==> config.mk <==
export PLATFORM = sky130hd
export DESIGN_NAME = cctct_scale
export DESIGN_NICKNAME = d
export VERILOG_FILES = /design/src/rtl/cctct_pkg.sv /design/src/rtl/cctct_scale.sv
export SDC_FILE = /design/constraint.sdc
export NUM_CORES = 1
export LEC_CHECK = 0
export ABC_AREA = 1
export BUFFER_PORTS_ARGS = -buffer_cell sky130_fd_sc_hd__clkbuf_2
export CORE_AREA = 4 4 256 258
export CTS_CLUSTER_SIZE = 14
export DETAILED_ROUTE_END_ITERATION = 7
export DIE_AREA = 0 0 260 262
export PLACE_DENSITY = 0.83
export SETUP_SLACK_MARGIN = 0.1
export SYNTH_ARGS = -nofsm -noshare
export SYNTH_HDL_FRONTEND = slang
export SYNTH_SLANG_ARGS = --single-unit
==> constraint.sdc <==
create_clock -name clk -period 36.4 [get_ports clk]
set_input_delay 7.28 -clock clk [delete_from_list [all_inputs] [get_ports clk]]
set_output_delay 7.28 -clock clk [all_outputs]
set_load 0.02 [all_outputs]
==> src/rtl/cctct_pkg.sv <==
// Shared constants and types for the cycle-count to clock-time converter.
package cctct_pkg;
  localparam int CNT_W = 64;
  localparam int RATE_W = 34;
  localparam int SEC_W = 32;
  localparam int NS_W = 30;
  localparam int OP_W = 3;
  localparam int CFG_IDX_W = 2;
  localparam int CFG_DATA_W = 64;
  localparam int QUO_W = CNT_W + NS_W;
  localparam int NUM_CELLS = QUO_W;

  localparam logic [OP_W-1:0] OP_REALTIME = 3'd0;
  localparam logic [OP_W-1:0] OP_MONOTONIC = 3'd1;
  localparam logic [OP_W-1:0] OP_BOOTTIME = 3'd2;

  localparam logic [CFG_IDX_W-1:0] REG_RATE = 2'd0;
  localparam logic [CFG_IDX_W-1:0] REG_BOOT_COUNT = 2'd1;
  localparam logic [CFG_IDX_W-1:0] REG_EPOCH = 2'd2;

  localparam logic [CNT_W-1:0] NS_PER_SEC = 64'd1000000000;

  // Data handed from one divider cell to the next.
  typedef struct packed {
    logic              vld;
    logic              inv;
    logic              rt;
    logic [RATE_W-1:0] rate;
    logic [RATE_W:0]   rem;
    logic [CNT_W-1:0]  num;
    logic [QUO_W-1:0]  quo;
    logic [SEC_W-1:0]  epoch;
  } stage_t;
endpackage

==> src/rtl/cctct_scale.sv <==
// Remainder times 10^9 between the two divider chains, in two registered steps.
module cctct_scale (
  input  logic            clk,
  input  logic            rst_n,
  input  logic            en,
  input  cctct_pkg::stage_t d_in,
  output cctct_pkg::stage_t d_out
);
  import cctct_pkg::*;

  stage_t a_r, b_r, b_nxt;
  logic [CNT_W-1:0] lo_r, hi_r;
  logic [CNT_W-1:0] prod;

  assign prod = lo_r + {hi_r[CNT_W-18:0], 17'd0};

  // Product is below rate * 2^30, so its top bits already form a partial
  // remainder below rate; the 30 ns cells then shift in the low bits.
  always_comb begin
    b_nxt = a_r;
    b_nxt.rem = {1'b0, prod[CNT_W-1:NS_W]};
    b_nxt.num = {prod[NS_W-1:0], {(CNT_W-NS_W){1'b0}}};
  end

  always_ff @(posedge clk) begin
    if (!rst_n) begin
      a_r.vld <= 1'b0;
      b_r.vld <= 1'b0;
    end else if (en) begin
      a_r <= d_in;
      lo_r <= {47'd0, d_in.rem[16:0]} * NS_PER_SEC;
      hi_r <= {47'd0, d_in.rem[RATE_W-1:17]} * NS_PER_SEC;
      b_r <= b_nxt;
    end
  end

  assign d_out = b_r;
endmodule

==> run_summary.xml <==
<?xml version="1.0" encoding="UTF-8"?>
<metrics>
  <group name="layout">
    <metric name="multi_input_comb_area" unit="mm2">0.01481</metric>
    <metric name="seq_area" unit="mm2">0.01370</metric>
    <metric name="nFillCells" unit="">5206</metric>
    <metric name="final_cells" unit="">4169</metric>
    <metric name="final_common_cell" unit="">sky130_fd_sc_hd__inv_1</metric>
    <metric name="design_area" unit="mm2">0.03563</metric>
    <metric name="layout_common_cells" unit="">sky130_fd_sc_hd__inv_1, sky130_fd_sc_hd__nand2_1, sky130_fd_sc_hd__edfxtp_1, sky130_fd_sc_hd__clkbuf_2, sky130_fd_sc_hd__ha_1</metric>
    <metric name="drive_gt1_share" unit="%">16.80</metric>
    <metric name="final_nets" unit="">4169</metric>
    <metric name="area_growth_syn_to_layout" unit="%">13.86</metric>
  </group>
  <group name="timing">
    <metric name="final_max_slew_viol_count" unit="">0</metric>
    <metric name="final_period_minus_worst_setup_slack" unit="ps">11990</metric>
    <metric name="timing.setup.tns" unit="ps">0</metric>
    <metric name="final-setup-viol-count" unit="">0</metric>
    <metric name="max_freq" unit="MHz">83.41</metric>
    <metric name="timing.final.hold_violations" unit="">0</metric>
    <metric name="clock-skew-final" unit="ps">21.32</metric>
    <metric name="fraction_of_the_cycle_the_final_worst_path_needs" unit="%">32.94</metric>
    <metric name="worst_slew_margin_rel" unit="%">29.25</metric>
    <metric name="worstMarginPinSlew" unit="ps">1061</metric>
    <metric name="rsz0062_at_grt" unit="">false</metric>
  </group>
  <group name="grt">
    <metric name="initial_antenna_violation_count" unit="">5</metric>
    <metric name="grt_pass1_wl" unit="mm">118.9</metric>
    <metric name="overflow" unit="">0</metric>
    <metric name="via_count_of_the_first_global_routing_pass" unit="">20970</metric>
    <metric name="grt_max_degree" unit="">199</metric>
    <metric name="grt_util_all_layers" unit="%">22.83</metric>
  </group>
  <group name="setup_path">
    <metric name="cp_data_arrival_time" unit="ps">12290</metric>
    <metric name="critical-path-max-stage-delay" unit="ps">550</metric>
    <metric name="r2r.worst_path.cells" unit="">13</metric>
    <metric name="cp_slowest_cell" unit="">sky130_fd_sc_hd__fa_1</metric>
    <metric name="r2r_start" unit="">lo_r[26]$_DFFE_PP_</metric>
    <metric name="cp_cell_sequence" unit="">clkbuf_2 -&gt; inv_1 -&gt; ha_1 -&gt; inv_1 -&gt; fa_1 -&gt; inv_1 -&gt; fa_1 -&gt; fa_1 -&gt; inv_1 -&gt; fa_1 -&gt; inv_1 -&gt; fa_1 -&gt; inv_1 -&gt; ha_1 -&gt; nand2_2 -&gt; inv_1 -&gt; a21oi_1 -&gt; nor2_1 -&gt; nor2_1 -&gt; nand2_1 -&gt; nand2_1 -&gt; nand2_1 -&gt; nand2_1 -&gt; nand2_1</metric>
    <metric name="startpoint_type" unit="">primary input</metric>
    <metric name="worstPathRequired" unit="ps">36700</metric>
    <metric name="critical_path.n_buffers_inverters" unit="">8</metric>
    <metric name="regToRegEndpoint" unit="">d_out[204]$_DFFE_PP_</metric>
    <metric name="crit_path_max_fanout" unit="">7</metric>
    <metric name="setup.reg_to_reg.worst_slack" unit="ps">34150</metric>
    <metric name="element_type_at_the_critical_path_end" unit="">flop</metric>
    <metric name="path_delay_family" unit="">adder cells</metric>
    <metric name="cpMostUsedCell" unit="">sky130_fd_sc_hd__inv_1</metric>
    <metric name="critPathKind" unit="">primary input to flop</metric>
  </group>
  <group name="logic_synthesis">
    <metric name="ys_seq_elements" unit="">457</metric>
    <metric name="yosys_warnings" unit="">0</metric>
    <metric name="syn_area" unit="mm2">0.03129</metric>
    <metric name="syn_avg_cell_area" unit="um2">11.05</metric>
    <metric name="synth_cells" unit="">2831</metric>
    <metric name="ys_types" unit="">38</metric>
    <metric name="synth_sequential_area_ratio" unit="%">43.80</metric>
  </group>
  <group name="clock_network">
    <metric name="cts-hold-fix-buffers" unit="">0</metric>
    <metric name="post_cts_buffers" unit="">0</metric>
    <metric name="clkSinkCount" unit="">457</metric>
    <metric name="cts_buffer_depth" unit="">3</metric>
    <metric name="cts_made_buffers" unit="">42</metric>
    <metric name="clock_tree.root_cell" unit="">sky130_fd_sc_hd__clkbuf_16</metric>
    <metric name="path_clk_slew" unit="ps">70</metric>
    <metric name="cts_tree" unit="">yes</metric>
    <metric name="number_of_h_tree_branching_levels" unit="">2</metric>
    <metric name="ctsResizeCount" unit="">0</metric>
    <metric name="clk_latency" unit="ps">550</metric>
  </group>
  <group name="routing">
    <metric name="vias" unit="">20470</metric>
    <metric name="post-route-drc-count" unit="">0</metric>
    <metric name="detail_route.vias_per_cell" unit="">4.910</metric>
    <metric name="drt.antenna.violating_nets" unit="">0</metric>
    <metric name="initial_drt_markers" unit="">1545</metric>
    <metric name="route.final.wire_length" unit="mm">78.42</metric>
    <metric name="avgRoutedWirePerCell" unit="um">18.81</metric>
    <metric name="dr.pass1.iters" unit="">6</metric>
  </group>
  <group name="floorplanning">
    <metric name="die_h" unit="um">262</metric>
    <metric name="dieArea" unit="mm2">0.06812</metric>
    <metric name="core_area" unit="mm2">0.06297</metric>
    <metric name="die_width" unit="um">260</metric>
    <metric name="std_cell_rows" unit="">92</metric>
    <metric name="pin_count" unit="">527</metric>
    <metric name="initial_utilization" unit="%">49.69</metric>
  </group>
  <group name="placed_design">
    <metric name="dpl.hpwl" unit="mm">66.22</metric>
    <metric name="gp_congestion" unit="">0.9522</metric>
    <metric name="placement.cell_area" unit="mm2">0.03431</metric>
    <metric name="numPlacedInstances" unit="">4096</metric>
    <metric name="io_buffer_count" unit="">417</metric>
  </group>
  <group name="worst_hold_path">
    <metric name="min_delay_worst_endpoint" unit="">d_out[84]$_DFFE_PP_</metric>
    <metric name="worstHoldPathType" unit="">flop to flop</metric>
    <metric name="hp_start" unit="">a_r[84]$_DFFE_PP_</metric>
    <metric name="worst_hold_path.num_cells" unit="">0</metric>
  </group>
  <group name="outcome">
    <metric name="run_status" unit="">finished, final reports clean</metric>
  </group>
  <group name="run">
    <metric name="max_cap_viol_count" unit="">0</metric>
  </group>
</metrics>
## layer usage
| metal | share of wire, % | track usage [%] | up-vias |
|---|---|---|---|
| met4 | 4.5 | 9.084 | 10 |
| met2 | 51 | 41.40 | 630 |
| met5 | 0.083 | 0 | - |
| met1 | 38 | 27.13 | 9827 |
| li1 | - | - | 9824 |
| met3 | 6.4 | 3.922 | 179 |
## layout make-up
| class | instances | share of cell area (%) |
|---|---|---|
| tap | 846 | 2.971 |
| antenna | 1 | 0.007024 |
| sequential | 457 | 38.46 |
| inverter | 695 | 7.344 |
| multi-input combinational | 1678 | 41.57 |
| clock inverter | 16 | 0.5093 |
| clock buffer | 56 | 3.182 |
| timing repair buffer | 420 | 5.957 |
## sequential cells by signal, summed over array words and instances (netlist names)
signal	cells
a_r	163
d_out	218
hi_r	38
lo_r	38
## metrics by stage
step	hold slack, ps	worst slack (ps)	utilization [%]
after global routing	411.6	24130	56.58
after floorplan	400.3	19580	-
after global placement	400.4	23980	54.49
after CTS	404.1	24480	56.58
final	403.0	24410	56.58
after detailed placement	404.5	23920	54.49
## how the worst max path moves through the flow
stage                     startpoint  slack, ps                  to  depth (start not counted)
after detailed placement   d_in[196]      23920  lo_r[42]$_DFFE_PP_                         24
after floorplan                rst_n      19580    a_r[0]$_DFFE_PP_                          2
after global placement     d_in[196]      23980  lo_r[42]$_DFFE_PP_                         24
final                      d_in[196]      24410  lo_r[42]$_DFFE_PP_                         24
after global routing       d_in[196]      24130  lo_r[42]$_DFFE_PP_                         24
after CTS                  d_in[196]      24480  lo_r[46]$_DFFE_PP_                         24
## worst register-to-register path: cells and delay by family (launching register included)
kind | cells | cell delay (ps)
simple gates | 8 | 700
fa+ha+maj | 2 | 570
flops | 1 | 330
xor+xnor | 1 | 260
buf+inv | 2 | 200
## Yosys cell counts
cell type                    n  share of area (%)
sky130_fd_sc_hd__inv_1     692                8.3
sky130_fd_sc_hd__nand2_1   484                5.8
sky130_fd_sc_hd__edfxtp_1  455                 44
sky130_fd_sc_hd__ha_1      331                 13
sky130_fd_sc_hd__fa_1      279                 18
sky130_fd_sc_hd__nor2_1    117                1.4
sky130_fd_sc_hd__a21oi_1    89                1.4
sky130_fd_sc_hd__nand3_1    76                1.2
sky130_fd_sc_hd__xor2_1     55                1.5
sky130_fd_sc_hd__o21ai_0    51               0.82
sky130_fd_sc_hd__buf_4      44                1.1
sky130_fd_sc_hd__nand2_2    36               0.72
sky130_fd_sc_hd__nand4_1    20               0.40
sky130_fd_sc_hd__nor3_1     16               0.26
sky130_fd_sc_hd__nor2_2     14               0.28
sky130_fd_sc_hd__xnor2_1    12               0.34
sky130_fd_sc_hd__o21bai_1   10               0.24
sky130_fd_sc_hd__nand3_2     8               0.26
sky130_fd_sc_hd__nor3_2      7               0.22
sky130_fd_sc_hd__a21oi_2     3              0.084
sky130_fd_sc_hd__inv_2       3              0.036
sky130_fd_sc_hd__nand3b_1    3              0.072
sky130_fd_sc_hd__nor2_4      3               0.11
sky130_fd_sc_hd__o21ai_1     3              0.048
sky130_fd_sc_hd__or2_1       3              0.060
sky130_fd_sc_hd__a21boi_0    2              0.048
sky130_fd_sc_hd__a31oi_1     2              0.040
sky130_fd_sc_hd__dfxtp_1     2               0.13
sky130_fd_sc_hd__nor3_4      2               0.10
sky130_fd_sc_hd__and2_1      1              0.020
sky130_fd_sc_hd__conb_1      1              0.012
sky130_fd_sc_hd__nand2_4     1              0.036
sky130_fd_sc_hd__nor3b_2     1              0.040
sky130_fd_sc_hd__nor4_1      1              0.020
sky130_fd_sc_hd__o211ai_1    1              0.024
sky130_fd_sc_hd__o211ai_2    1              0.040
sky130_fd_sc_hd__o21a_1      1              0.024
sky130_fd_sc_hd__o21ai_2     1              0.028
## cell families (layout without fill, tap and decap cells)
kind of cell,count (synthesis),count (layout),share of synthesized area (%)
and+or+nand+nor,793,793,11.02
xor gates and xnor gates,67,67,1.875
buffers and inverters,739,1187,9.393
adders and majority gates,610,610,31.09
other,1,45,0.01199
DFF,457,457,43.80
AOI/OAI and AO/OA,164,164,2.815
Power is not shown: default switching activity piles up to over one toggle a cycle in this logic, so the estimate is an artifact.
