### src/rtl/cctct_pkg.sv
// Shared constants and types for the cycle-count to clock-time converter.
package cctct_pkg;
  localparam int CNT_W = 64;
  localparam int RATE_W = 34;
  localparam int SEC_W = 32;
  localparam int NS_W = 30;
  localparam int OP_W = 3;
  localparam int CFG_IDX_W = 2;
  localparam int CFG_DATA_W = 64;
  localparam int QUO_W = CNT_W + NS_W;
  localparam int NUM_CELLS = QUO_W;

  localparam logic [OP_W-1:0] OP_REALTIME = 3'd0;
  localparam logic [OP_W-1:0] OP_MONOTONIC = 3'd1;
  localparam logic [OP_W-1:0] OP_BOOTTIME = 3'd2;

  localparam logic [CFG_IDX_W-1:0] REG_RATE = 2'd0;
  localparam logic [CFG_IDX_W-1:0] REG_BOOT_COUNT = 2'd1;
  localparam logic [CFG_IDX_W-1:0] REG_EPOCH = 2'd2;

  localparam logic [CNT_W-1:0] NS_PER_SEC = 64'd1000000000;

  // Data handed from one divider cell to the next.
  typedef struct packed {
    logic              vld;
    logic              inv;
    logic              rt;
    logic [RATE_W-1:0] rate;
    logic [RATE_W:0]   rem;
    logic [CNT_W-1:0]  num;
    logic [QUO_W-1:0]  quo;
    logic [SEC_W-1:0]  epoch;
  } stage_t;
endpackage

### src/rtl/cctct_cell.sv
// One restoring-division cell: one quotient bit per enabled cycle, then registered.
module cctct_cell (
  input  logic            clk,
  input  logic            rst_n,
  input  logic            en,
  input  cctct_pkg::stage_t d_in,
  output cctct_pkg::stage_t d_out
);
  import cctct_pkg::*;

  stage_t q_r, q_nxt;
  logic [RATE_W+1:0] trial;
  logic [RATE_W:0] shifted;
  logic [RATE_W:0] rem_base;

  always_comb begin
    rem_base = d_in.rem;
    shifted = {rem_base[RATE_W-1:0], d_in.num[CNT_W-1]};
    trial = {1'b0, shifted} - {2'b00, d_in.rate};
    q_nxt = d_in;
    q_nxt.num = {d_in.num[CNT_W-2:0], 1'b0};
    if (!trial[RATE_W+1]) begin
      q_nxt.rem = trial[RATE_W:0];
      q_nxt.quo = {d_in.quo[QUO_W-2:0], 1'b1};
    end else begin
      q_nxt.rem = shifted;
      q_nxt.quo = {d_in.quo[QUO_W-2:0], 1'b0};
    end
  end

  always_ff @(posedge clk) begin
    if (!rst_n) begin
      q_r.vld <= 1'b0;
    end else if (en) begin
      q_r <= q_nxt;
    end
  end

  assign d_out = q_r;
endmodule

### config.mk
export PLATFORM = sky130hd
export DESIGN_NAME = cctct_cell
export DESIGN_NICKNAME = d
export VERILOG_FILES = /design/src/rtl/cctct_pkg.sv /design/src/rtl/cctct_cell.sv
export SDC_FILE = /design/constraint.sdc
export NUM_CORES = 1
export LEC_CHECK = 0
export BUFFER_PORTS_ARGS = -buffer_cell sky130_fd_sc_hd__buf_2
export CORE_AREA = 2 2 205 207
export CTS_BUF_LIST = sky130_fd_sc_hd__clkbuf_4 sky130_fd_sc_hd__clkbuf_8 sky130_fd_sc_hd__clkbuf_16
export CTS_CLUSTER_DIAMETER = 120
export DETAILED_ROUTE_END_ITERATION = 10
export DIE_AREA = 0 0 207 209
export GPL_ROUTABILITY_DRIVEN = 1
export GPL_TIMING_DRIVEN = 0
export PLACE_DENSITY_LB_ADDON = 0.1
export SYNTH_ARGS = -nofsm -noshare
export SYNTH_HDL_FRONTEND = slang
export SYNTH_SLANG_ARGS = --single-unit
### constraint.sdc
create_clock -name clk -period 20.4 [get_ports clk]
set_input_delay 2.04 -clock clk [delete_from_list [all_inputs] [get_ports clk]]
set_output_delay 2.04 -clock clk [all_outputs]
set_load 0.05 [all_outputs]
==> run_results.csv, run 1 <==
group,metric,value,unit
placed_design,gp_congestion,0.815,
global_routing,antenna_found_initial,14,
power,power_density,100,mW/mm2
timing,final.setup_skew,0,ns
detailed_routing,wirelength,34700,um
synthesis,synth_fp_nets,902,
detailed_routing,wl_per_cell,20.2,um
layout,layout_commonest_cell,"buf_2",
synthesis,async_flop_share,0,%
global_routing,grt_max_degree,70,
layout,largest_reg_flops,261,
synthesis,ys_types,51,
layout,final_nets,1461,
clock_network,clk_pin_slew,0.06,ns
clock_network,clockBufferDepth,3,
setup_path,cpMostUsedCell,"o21ai_0",
placed_design,place_hpwl,27900,um
clock_network,root_buffer,"clkbuf_16",
timing,setup_viol,0,
timing,hold_viol_final,0,
clock_network,htree_levels,1,
run_status,run_status,"finished, final reports clean",
placed_design,place_area,0.0138,mm2
clock_network,clock_latency,0.55,ns
layout,design_area,0.0147,mm2
layout,layout_common_cells,"buf_2, edfxtp_1, inv_1, ha_1, a21oi_1",
setup_path,critPathCaptureType,"flip-flop",
clock_network,clock-sinks,261,
synthesis,muxShareOfSynthArea,4.74,%
die,die_w,207,um
timing,fin_tns_setup,0,ns
die,initial_core_util,25.1,%
synthesis,ys_warn_count,0,
timing,slew_headroom,34.4,%
power,peakVddDrop,0.0677,mV
setup_path,worst_ep_arrival_time,5.42,ns
timing,slew_violations,0,
synthesis,netlist_area,0.0104,mm2
setup_path,crit_required,20.70,ns
timing,clock.fmax,195,MHz
global_routing,grt_pass1_vias,7417,
die,fp.dieArea,0.0433,mm2
synthesis,syn_inst,602,
synthesis,synthSimpleGateAreaFrac,3.92,%
clock_network,cts_resized,0,
die,rows,75,
synthesis,synth_seq_area_share,75.4,%
synthesis,yosys_most_used_dff,"edfxtp_1",
setup_path,r2r_end,"d_out[261]",
detailed_routing,drtIter0Drc,386,
synthesis,synth_compound_area_share,7.06,%
synthesis,synth_edf_count,260,
timing,rsz0062_at_grt,"false",
detailed_routing,drc,0,
die,ios,527,
layout,syn_to_final_growth,42.0,%
synthesis,synth.avg_cell_area,17.2,um2
timing,finalCritPeriodShare,25.1,%
global_routing,track_usage,15.3,%
die,fp.coreArea,0.0413,mm2
synthesis,synth_top_family_by_area,"compound AO/OA/AOI/OAI gates",
clock_network,cts_buffers,30,
placed_design,port-buffer-count,523,
setup_path,critPathKind,"primary input to flip-flop",
synthesis,ys_ff_latch,261,
setup_path,crit_fanout,4,
layout,n_fill_cell,4153,
timing,period_minus_slack,5.12,ns
detailed_routing,vias_per_cell,4.26,
synthesis,synth_xor_area_share,2.28,%
clock_network,cts_hold_buf,0,
setup_path,crit_path_cell_trace,"buf_2 > inv_1 > ha_1 > inv_1 > fa_1 > a211oi_1 > o21ai_0 > o21ai_0 > a211oi_1 > nor3_1 > o21ai_0 > xor2_1 > mux2_4",
clock_network,cts_setup_buffers,0,
min_path,holdPathStages,2,
setup_path,start_kind,"primary input",
setup_path,reg2reg_depth,2,
min_path,holdCritPathClass,"flip-flop to flip-flop",
setup_path,cpMaxStageDelayCell,"o21ai_0",
min_path,min-delay-start,"d_out[261]",
synthesis,synthAdderAreaFrac,4.29,%
clock_network,cts_tree,"built",
min_path,min_to,"d_out[261]",
setup_path,r2r_slack,19.81,ns
timing,worst_pin_slew,0.960,ns
global_routing,overflow,0,
layout,layout-drive-gt1-share,52.2,%
detailed_routing,vias,7341,
global_routing,grt_pass1_wl,49500,um
detailed_routing,drtAntennaViolNets,0,
setup_path,reg2reg_from,"d_out[261]",
die,die_h,209,um
power,leakage,6.40,nW
flow_run,maxCapViolations,0,
detailed_routing,drt_pre_antenna_iters,4,
setup_path,slowest_delay,0.65,ns
[stage by stage]
stage / setup slack, ns / hold WS [ns] / utilization, % / total power, mW / cells
6_report: 15.28 / 0.525 / 35.7 / 1.48 / 1722
5_1_grt: 14.97 / 0.556 / 35.7 / 1.54 / 1720
4_1_cts: 15.26 / 0.533 / 35.7 / 1.51 / 1719
3_5_place_dp: 14.67 / 0.524 / 33.4 / 0.971 / 1668
3_3_place_gp: 8.53 / 0.505 / 33.1 / 0.976 / 1664
2_1_floorplan: 11.83 / 0.743 / - / 0.883 / 602
[synthesized netlist by cell type (2+ instances only)]
master,n,area share [%]
mux2i_1,3,0.29
inv_1,43,1.6
mux2_4,27,3.9
mux2_2,5,0.54
o21bai_1,3,0.22
nor2b_1,3,0.18
nor3_1,9,0.43
edfxtp_1,260,75
a211o_1,2,0.17
o211ai_1,7,0.51
and2_1,3,0.18
or3_1,4,0.24
a21oi_1,33,1.6
o21ai_0,16,0.77
ha_1,34,4.1
o31ai_1,5,0.36
clkbuf_1,9,0.33
nand2b_1,5,0.30
a31oi_1,5,0.30
a211oi_1,7,0.51
and3_1,6,0.36
nand4_1,5,0.30
nand3_1,4,0.19
xnor2_1,16,1.3
a21o_1,17,1.2
a2111oi_0,2,0.17
o21a_1,3,0.22
buf_6,3,0.33
xor2_1,11,0.93
nor2_1,13,0.47
nand2_1,18,0.65
nor4_1,2,0.12
[logic make-up after synthesis]
family / after synthesis
xor gates and xnor gates: 27
DFF: 261
muxes: 35
adders and majority gates: 35
AOI/OAI and AO/OA: 110
other: 1
and+or+nand+nor: 77
buffers and inverters: 56
[final cells by class]
cell class / count / area (um2) / share of cell area (%)
inverters: 43 / 161 / 1.09
well taps: 539 / 674 / 4.57
flip-flops and latches: 261 / 7830 / 53.1
multi-input cells: 285 / 2320 / 15.7
repair buffers: 527 / 2730 / 18.5
plain buffers: 13 / 75.1 / 0.509
clock buffers: 42 / 858 / 5.82
clock inverters: 9 / 90.1 / 0.611
diodes: 3 / 7.51 / 0.0509
[worst max-delay path by stage]
stage               from          to  cells past startpoint
6_report       d_in[189]  d_out[216]                     13
5_1_grt        d_in[189]  d_out[216]                     13
4_1_cts        d_in[189]  d_out[216]                     13
3_5_place_dp   d_in[189]  d_out[216]                     13
3_3_place_gp          en  d_out[235]                      2
2_1_floorplan         en    d_out[0]                      1
[layer usage]
layer	routed length, um	vias to the layer above	part of all wire, %	track usage, %
li1	-	3443	-	-
met1	12600	3516	36	16.4
met2	18100	285	52	28.0
met3	2960	77	8.5	5.88
met4	935	20	2.7	4.41
met5	141	-	0.41	0
[power by group]
group          internal, mW  total [mW]  switching [mW]
Sequential            0.637       0.645         0.00831
Clock                 0.315       0.524           0.209
Combinational        0.0904       0.311           0.220
[critical path: cells and delay by family]
family,cells,cell delay [ns]
XOR/XNOR,1,0.17
AND/OR/NAND/NOR,1,0.54
buffers and inverters,3,0.21
AO/OA/AOI/OAI,5,1.60
adder cells (fa/ha/maj),2,0.59
multiplexers,1,0.26
Note: power is estimated with default switching activity, not from simulation.
==> run 2: changes to the inputs <==
==> constraint.sdc (replaced) <==
create_clock -name clk -period 5.02 [get_ports clk]
set_input_delay 0.502 -clock clk [delete_from_list [all_inputs] [get_ports clk]]
set_output_delay 0.502 -clock clk [all_outputs]
set_load 0.05 [all_outputs]
==> run 2 against run 1 <==
Total power grew to 4.1 times the previous value. Register-to-register slack worse by 15 ns. Flip-flop and latch count is the same. Critical path type unchanged. Largest cell class unchanged. Worst setup slack got worse by 14 ns.
==> run_results.csv, run 2 (synthesis results as in run 1) <==
group,metric,value,unit
layout,layout-drive-gt1-share,52.0,%
global_routing,grt_max_degree,64,
layout,layout_common_cells,"buf_2, edfxtp_1, inv_1, ha_1, a21oi_1",
timing,slew_headroom,43.4,%
layout,final_nets,1461,
timing,fin_ws,1.34,ns
detailed_routing,drtIter0Drc,403,
clock_network,cts_buffers,30,
clock_network,cts_hold_buf,0,
global_routing,overflow,0,
timing,slew_violations,0,
die,fp.dieArea,0.0433,mm2
setup_path,worst_ep_arrival_time,3.99,ns
die,ios,527,
setup_path,crit_fanout,4,
timing,clock.fmax,272,MHz
layout,largest_reg_flops,261,
layout,layout_commonest_cell,"buf_2",
run_status,run_status,"finished, final reports clean",
power,p_seq_share,43.6,%
power,leakage,6.40,nW
clock_network,cts_setup_buffers,0,
timing,rsz0062_at_grt,"false",
timing,finalCritPeriodShare,73.3,%
power,p_switching,1.79,mW
clock_network,cts_tree,"built",
clock_network,clockBufferDepth,3,
placed_design,port-buffer-count,523,
timing,worst_pin_slew,0.828,ns
die,die_w,207,um
placed_design,place_area,0.0138,mm2
global_routing,antenna_found_initial,14,
global_routing,grt_pass1_vias,7292,
timing,hold_viol_final,0,
detailed_routing,wl_per_cell,20.9,um
global_routing,grt_pass1_wl,50400,um
placed_design,dp_slack,0.804,ns
timing,setup_viol,0,
power,power_density,408,mW/mm2
layout,syn_to_final_growth,42.1,%
detailed_routing,drc,0,
setup_path,crit_required,5.32,ns
power,power.total,6.01,mW
die,rows,75,
detailed_routing,drt_pre_antenna_iters,5,
clock_network,htree_levels,1,
detailed_routing,vias,7233,
flow_run,maxCapViolations,0,
clock_network,clk_pin_slew,0.06,ns
power,p_clk_share,35.3,%
timing,final.setup_skew,0,ns
layout,n_fill_cell,4189,
setup_path,start_kind,"primary input",
clock_network,root_buffer,"clkbuf_16",
global_routing,track_usage,15.8,%
die,initial_core_util,25.1,%
die,die_h,209,um
detailed_routing,drtAntennaViolNets,0,
die,fp.coreArea,0.0413,mm2
min_path,holdCritPathClass,"primary input to flip-flop",
detailed_routing,wirelength,36100,um
setup_path,critPathKind,"primary input to flip-flop",
power,combPwrFrac,21.0,%
timing,period_minus_slack,3.68,ns
clock_network,clock-sinks,261,
timing,holdWs,0.121,ns
placed_design,place_hpwl,29200,um
detailed_routing,vias_per_cell,4.19,
layout,design_area,0.0148,mm2
setup_path,critPathCaptureType,"flip-flop",
placed_design,gp_congestion,0.822,
power,swShare,29.8,%
power,peakVddDrop,0.249,mV
clock_network,cts_resized,0,
power,internal-power,4.22,mW
clock_network,clock_latency,0.55,ns
run 2: changes by cell type in the layout (fill, tap and decap cells not counted), sizes merged:
cell,change
clkbuf,-3
clkinv,+5
clkinvlp,+1
diode,+3
run 2: critical path: stages:
cell,delay [ns]
buf_2,0.09
inv_1,0.07
ha_1,0.17
inv_1,0.05
fa_1,0.41
a211oi_1,0.29
o21ai_0,0.24
o21ai_0,0.68
a211oi_1,0.28
nor3_1,0.56
o21ai_0,0.19
xor2_1,0.17
mux2_4,0.26
run 2: final cells by class:
type / count / area, um2 / share of cell area, %
Sequential cell: 261 / 7830 / 53.1
Timing Repair Buffer: 527 / 2730 / 18.5
Multi-Input combinational cell: 285 / 2320 / 15.7
Clock buffer: 39 / 836 / 5.66
Tap cell: 539 / 674 / 4.57
Inverter: 43 / 161 / 1.09
Clock inverter: 15 / 118 / 0.797
Buffer: 13 / 75.1 / 0.509
Antenna cell: 6 / 15.0 / 0.102
run 2: metrics by stage:
| stage | TNS, ns | instances | utilization [%] |
|---|---|---|---|
| detailed placement | 0 | 1668 | 33.4 |
| global placement | -222.50 | 1664 | 33.1 |
| CTS | 0 | 1722 | 35.7 |
| global route | 0 | 1726 | 35.7 |
| finish | 0 | 1728 | 35.7 |
| floorplan | 0 | 602 | - |
run 2: worst paths after layout:
| check | to | startpoint | slack (ns) | depth (start not counted) |
|---|---|---|---|---|
| setup / recovery | d_out[216] | d_in[189] | 1.34 | 13 |
| hold / removal | d_out[56] | d_in[55] | 0.12 | 1 |
| setup reg to reg | d_out[261] | d_out[261] | 4.44 | 2 |
| hold reg to reg | d_out[261] | d_out[261] | 0.51 | 2 |
run 2: power groups by stage:
stage,logic (mW),registers [mW],clock network [mW]
final,1.27,2.62,2.13
after detailed placement,1.28,2.67,0
after CTS,1.28,2.62,2.21
after global placement,1.27,2.68,0
after floorplan,0.342,3.23,0
after global routing,1.34,2.64,2.28
run 2: routing by layer:
| metal | global-route usage (%) | wire [um] | vias to the layer above | part of all wire, % |
|---|---|---|---|---|
| met3 | 6.72 | 3310 | 77 | 9.1 |
| met4 | 5.99 | 1170 | 18 | 3.2 |
| met5 | 0 | 124 | - | 0.34 |
| met2 | 28.3 | 18600 | 300 | 52 |
| met1 | 16.4 | 12900 | 3382 | 36 |
| li1 | - | - | 3456 | - |
